**src/hdl/stba_pkg.sv**
```systemverilog
// Shared types, constants and helpers for the smootherstep tile blend accumulator.
// No dependencies.
package stba_pkg;

   localparam int ImgW   = 256;
   localparam int ImgH   = 256;
   localparam int Planes = 4;
   localparam int XW     = $clog2(ImgW);
   localparam int YW     = $clog2(ImgH);
   localparam int PW     = $clog2(Planes);
   localparam int AddrW  = PW + YW + XW;
   localparam int Depth  = Planes * ImgW * ImgH;

   localparam logic [16:0] One = 17'h10000;

   localparam logic [2:0] RegImgW  = 3'd0;
   localparam logic [2:0] RegImgH  = 3'd1;
   localparam logic [2:0] RegTileW = 3'd2;
   localparam logic [2:0] RegTileH = 3'd3;
   localparam logic [2:0] RegOvX   = 3'd4;
   localparam logic [2:0] RegOvY   = 3'd5;
   localparam logic [2:0] RegWrap  = 3'd6;

   localparam logic OpBlend = 1'b0;
   localparam logic OpRead  = 1'b1;

   typedef struct packed {
      logic               valid;
      logic               op;
      logic               skip;
      logic               repl;
      logic [1:0]         plane;
      logic [8:0]         ax;
      logic [8:0]         ay;
      logic signed [31:0] smp;
   } ctl_type;

   // Partial modulo: restoring subtract steps hi down to lo.
   function automatic logic [8:0] wrap_steps(input logic [8:0] v, input logic [8:0] m,
                                             input int hi, input int lo);
      logic [17:0] r;
      logic [17:0] d;
      r = {9'd0, v};
      for (int k = 8; k >= 0; k--) begin
         d = {9'd0, m} << k;
         if (k <= hi && k >= lo && r >= d) begin
            r = r - d;
         end
      end
      return r[8:0];
   endfunction

   function automatic logic [AddrW-1:0] addr_of(input ctl_type c);
      return {c.plane[PW-1:0], c.ay[YW-1:0], c.ax[XW-1:0]};
   endfunction

endpackage

```
**src/hdl/stba_axis.sv**
```systemverilog
// One axis edge weight: ramp select, pipelined fraction divider, smootherstep.
// Depends on stba_pkg. Nine register stages, all advanced by en.
module stba_axis import stba_pkg::*; (
   input  logic        clock,
   input  logic        en,
   input  logic [7:0]  pos,
   input  logic [7:0]  skip,
   input  logic [7:0]  origin,
   input  logic [8:0]  tile,
   input  logic [8:0]  img,
   input  logic [7:0]  ov,
   input  logic        circ,
   output logic [16:0] weight
);

   logic signed [10:0] n0, n1, lim, m, ovs;
   logic               use0, use1, full_in, zero_in;

   logic [7:0]  rem_ff  [0:4];
   logic [15:0] q_ff    [0:4];
   logic [7:0]  ovd_ff  [0:4];
   logic        full_ff [0:4];
   logic        zero_ff [0:4];

   logic [7:0]  rem_in  [1:4];
   logic [15:0] q_in    [1:4];

   logic [16:0] t_in, t_b1_ff, t2, t3;
   logic [33:0] tsq_ff, t3p_ff;
   logic [35:0] six;
   logic [21:0] p_in;
   logic [19:0] p16_ff;
   logic [36:0] s_ff;
   logic [20:0] s_sh;
   logic [16:0] weight_ff;

   // Pick the nearer ramp; a disabled side never wins the minimum.
   always_comb begin
      n0   = $signed({3'b0, pos}) - $signed({3'b0, skip});
      n1   = $signed({2'b0, tile}) - $signed({3'b0, pos});
      lim  = $signed({2'b0, img}) - $signed({2'b0, tile});
      use0 = circ || (origin != 8'd0);
      use1 = circ || ($signed({3'b0, origin}) < lim);
      m    = 11'sd512;
      if (use0) begin
         m = n0;
      end
      if (use1 && n1 < m) begin
         m = n1;
      end
      ovs     = $signed({3'b0, ov});
      full_in = (ov == 8'd0) || (m >= ovs);
      zero_in = !full_in && (m <= 11'sd0);
   end

   // Four quotient bits per stage.
   always_comb begin
      logic [8:0]  r2;
      logic [7:0]  r;
      logic [15:0] q;
      for (int s = 1; s <= 4; s++) begin
         r = rem_ff[s-1];
         q = q_ff[s-1];
         for (int i = 0; i < 4; i++) begin
            r2 = {r, 1'b0};
            if (r2 >= {1'b0, ovd_ff[s-1]}) begin
               r2 = r2 - {1'b0, ovd_ff[s-1]};
               q  = {q[14:0], 1'b1};
            end else begin
               q  = {q[14:0], 1'b0};
            end
            r = r2[7:0];
         end
         rem_in[s] = r;
         q_in[s]   = q;
      end
   end

   always_comb begin
      t_in = full_ff[4] ? One : (zero_ff[4] ? 17'd0 : {1'b0, q_ff[4]});
      t2   = tsq_ff[32:16];
      t3   = t3p_ff[32:16];
      six  = ({2'b0, tsq_ff} << 2) + ({2'b0, tsq_ff} << 1);
      p_in = {2'b0, six[35:16]} + 22'd655360 - (({5'b0, t_b1_ff} << 4) - {5'b0, t_b1_ff});
      s_sh = s_ff[36:16];
   end

   always_ff @(posedge clock) begin
      if (en) begin
         rem_ff[0]  <= m[7:0];
         q_ff[0]    <= '0;
         ovd_ff[0]  <= ov;
         full_ff[0] <= full_in;
         zero_ff[0] <= zero_in;
         for (int s = 1; s <= 4; s++) begin
            rem_ff[s]  <= rem_in[s];
            q_ff[s]    <= q_in[s];
            ovd_ff[s]  <= ovd_ff[s-1];
            full_ff[s] <= full_ff[s-1];
            zero_ff[s] <= zero_ff[s-1];
         end
         t_b1_ff   <= t_in;
         tsq_ff    <= t_in * t_in;
         t3p_ff    <= t2 * t_b1_ff;
         p16_ff    <= p_in[19:0];
         s_ff      <= t3 * p16_ff;
         weight_ff <= (s_sh > {4'b0, One}) ? One : s_sh[16:0];
      end
   end

   assign weight = weight_ff;

endmodule

```
**config.mk**
```make
export PLATFORM = sky130hd
export DESIGN_NAME = stba_axis
export DESIGN_NICKNAME = d
export VERILOG_FILES = /design/src/hdl/stba_pkg.sv /design/src/hdl/stba_axis.sv
export SDC_FILE = /design/constraint.sdc
export NUM_CORES = 2
export LEC_CHECK = 0
export ABC_AREA = 1
export ABC_CLOCK_PERIOD_IN_PS = 18800
export BUFFER_PORTS_ARGS = -buffer_cell sky130_fd_sc_hd__buf_2
export CORE_MARGIN = 2
export CORE_UTILIZATION = 56
export DETAILED_ROUTE_END_ITERATION = 6
export GPL_TIMING_DRIVEN = 0
export PLACE_DENSITY = 0.77
export SLEW_MARGIN = 40
export SYNTH_ARGS = -nofsm -noshare
export SYNTH_HDL_FRONTEND = slang
export SYNTH_SLANG_ARGS = --single-unit
```
**constraint.sdc**
```tcl
create_clock -name clock -period 18.8 [get_ports clock]
set_input_delay 3.76 -clock clock [delete_from_list [all_inputs] [get_ports clock]]
set_output_delay 3.76 -clock clock [all_outputs]
set_load 0.01 [all_outputs]
```
==> flow_summary.toml <==
[global_route]
antenna_found_initial = 1
grt_pass1_vias = 37802
grt_use_total_pct = 27.13
grt_max_degree = 85
grt_pass1_wl_um = 186500
grt-ovfl-total = 0

[worst_setup_path]
arrival_ns = 8.16
critPathMaxStageDelay_ns = 0.40
cp_data_required_time_ns = 19.26
crit_type = "input port to register"
cp_max_fo = 10
cpMaxStageDelayCell = "fa_1"
critPathLaunchType = "input port"
end_kind = "register"
cp_common_cell = "nand2_1"

[cells_and_area]
finalNetCount = 7025
antenna_cells = 0
area_growth_pct = 6.029
drive_above_1_share_pct = 4.199

[sta]
slew_headroom_pct = 43.36
finClkSkew_ns = 0.02258
setup_tns_ns = 0
hold_viol = 0
post-route-period-util_pct = 40.97
slew_violations = 0
worst_pin_slew_ns = 0.8464
max_freq_mhz = 129.8
rsz0062_at_grt = "false"
period_minus_slack_ns = 7.703
setup_viol_count_final = 0

[logic_synthesis]
yosys.cell_types.count = 64
synth_edf_count = 238
synthCells = 5617
avgSynthCellArea_um2 = 8.276
synth.area.top_cells = "fa_1 30%, edfxtp_1 15%, ha_1 14%, inv_1 11%, nand2_1 9.7%"
yosysWarnings = 0
yosys.area.top_type = "fa_1"
ys_seq_area_share_pct = 15.37
synthFlopType = "edfxtp_1"
synth_top_area_share_pct = 30.15
syn_area_um2 = 46480
async_flop_share_pct = 0
synth_seq_cells = 238

[clocking]
cts_buffer_depth = 3
cts_hold_buf = 0
cts_root_buf = "clkbuf_16"
cts_setup_buffers = 0
insertion_delay_ns = 0.60
htree_levels = 1
cts.sinks = 238
clk_pin_slew_ns = 0.07
cts_tree = "done"
cts_resized = 0
cts_made_buffers = 29

[placed_design]
port_buffers = 69
dpl.hpwl_um = 96030
gp_congestion = 0.9712

[floorplan]
core_area_um2 = 82110
die-area_um2 = 85330
dieHeight_um = 292.1
initial_core_util_pct = 56.61
rows = 105
io_pins = 70
chipWidth_um = 292.1

[routing]
via_per_inst = 5.363
postRouteAntennaNets = 0
dr.first_iter.drc_count = 2698
drt-pass1-iter-count = 7
wire_per_inst_um = 16.47
dr_total_vias = 36647
wl_um = 112500
drc = 2

[hold_path]
hp-class = "register to register"

[run_status]
violations = "DRC"
status = "complete, but fails checks"

[run]
drv_cap = 0
## cell usage in the layout, fill, tap and decap left out, drive strengths merged, types with 14 or more instances in the layout
master  netlist  routed
xnor2        73      73
o21ai       154     154
a21o         35      35
o21bai       21      21
conb          2      23
clkinv        4      14
nor3         32      32
nand3       112     112
nand2      1220    1220
edfxtp      238     238
a31oi        14      14
nor4         18      18
o211ai       16      16
xor2        150     150
a21oi       284     284
nor2        334     334
ha          531     531
inv        1394    1396
nand4        38      38
fa          700     700
clkbuf      147     180
buf          20      92
## area by class of cell
| class | count | area, um^2 |
|---|---|---|
| buffer | 167 | 715.7 |
| clock buffer | 33 | 740.7 |
| clock inverter | 20 | 206.4 |
| fill | 7156 | 32820 |
| inverter | 1398 | 5265 |
| multi-input combinational | 3835 | 33440 |
| sequential | 238 | 7147 |
| tap | 1070 | 1339 |
| timing repair buffer | 72 | 437.9 |
## worst max-delay path: cells and delay by family
| family | cells | cell delay, ns |
|---|---|---|
| AOI/OAI and AO/OA | 11 | 1.69 |
| adders and majority gates | 4 | 1.16 |
| and+or+nand+nor | 11 | 1.07 |
| buffers and inverters | 5 | 0.48 |
## metrics by stage
step	worst slack, ns	utilization (%)	hold slack, ns	instance area (um^2)	cells
3_3_place_gp	10.58	58.76	0.4003	48250	6777
5_1_grt	10.61	60.03	0.4206	49290	6833
4_1_cts	11.12	60.03	0.4170	49290	6833
3_5_place_dp	10.50	58.87	0.4045	48340	6780
6_report	11.10	60.03	0.4167	49290	6833
2_1_floorplan	11.18	-	0.4003	46560	5638
## synthesized netlist by cell type, drive strengths merged (3+ instances only)
cell / count
nor2: 334
nor3: 32
clkbuf: 147
a21o: 35
a21oi: 284
nand3b: 5
a211oi: 11
and3: 4
nand4: 38
clkinv: 4
nand2: 1220
nor4: 18
a221oi: 3
inv: 1394
buf: 20
o21bai: 21
xor2: 150
fa: 700
a31oi: 14
edfxtp: 238
a21boi: 7
or2: 13
o31ai: 6
a41oi: 3
xnor2: 73
nand3: 112
o211ai: 16
o21ai: 154
ha: 531
o21a: 12
## flip-flops by register name, indices dropped and copies added (netlist names)
register / cells
q_ff: 40
s_ff: 21
tsq_ff: 32
p16_ff: 20
t3p_ff: 17
full_ff: 5
weight: 17
zero_ff: 5
ovd_ff: 32
t_b1_ff: 17
rem_ff: 32
## final timing paths
kind	start	end	slack, ns	depth (start not counted)
hold / removal	q_ff[0][16]$_DFFE_PP_	q_ff[0][36]$_DFFE_PP_	0.42	0
setup reg to reg	full_ff[0][4]$_DFFE_PP_	tsq_ff[29]$_DFFE_PP_	11.12	27
hold reg to reg	q_ff[0][16]$_DFFE_PP_	q_ff[0][36]$_DFFE_PP_	0.42	0
setup / recovery	pos[0]	zero_ff[0][0]$_DFFE_PP_	11.10	31
## per-layer routing
layer / GRT usage (%) / vias up / share of wire, %
li1: - / 17363 / -
met1: 33.62 / 17607 / 40
met2: 48.55 / 1373 / 49
met3: 3.798 / 302 / 6.9
met4: 9.115 / 2 / 4.0
met5: 0 / - / 0.012
## cell families after synthesis
kind of cell	after synthesis	share of synthesized area (%)
flip-flops	238	15.37
other	2	0.01616
AO/OA/AOI/OAI	579	7.273
XOR/XNOR	223	4.202
adder cells (fa/ha/maj)	1231	44.44
AND/OR/NAND/NOR	1779	15.83
buffers and inverters	1565	12.87
Power is left out: the tool's default activity adds up to more than one toggle a clock period on the data nets, which glitch-free logic cannot reach.
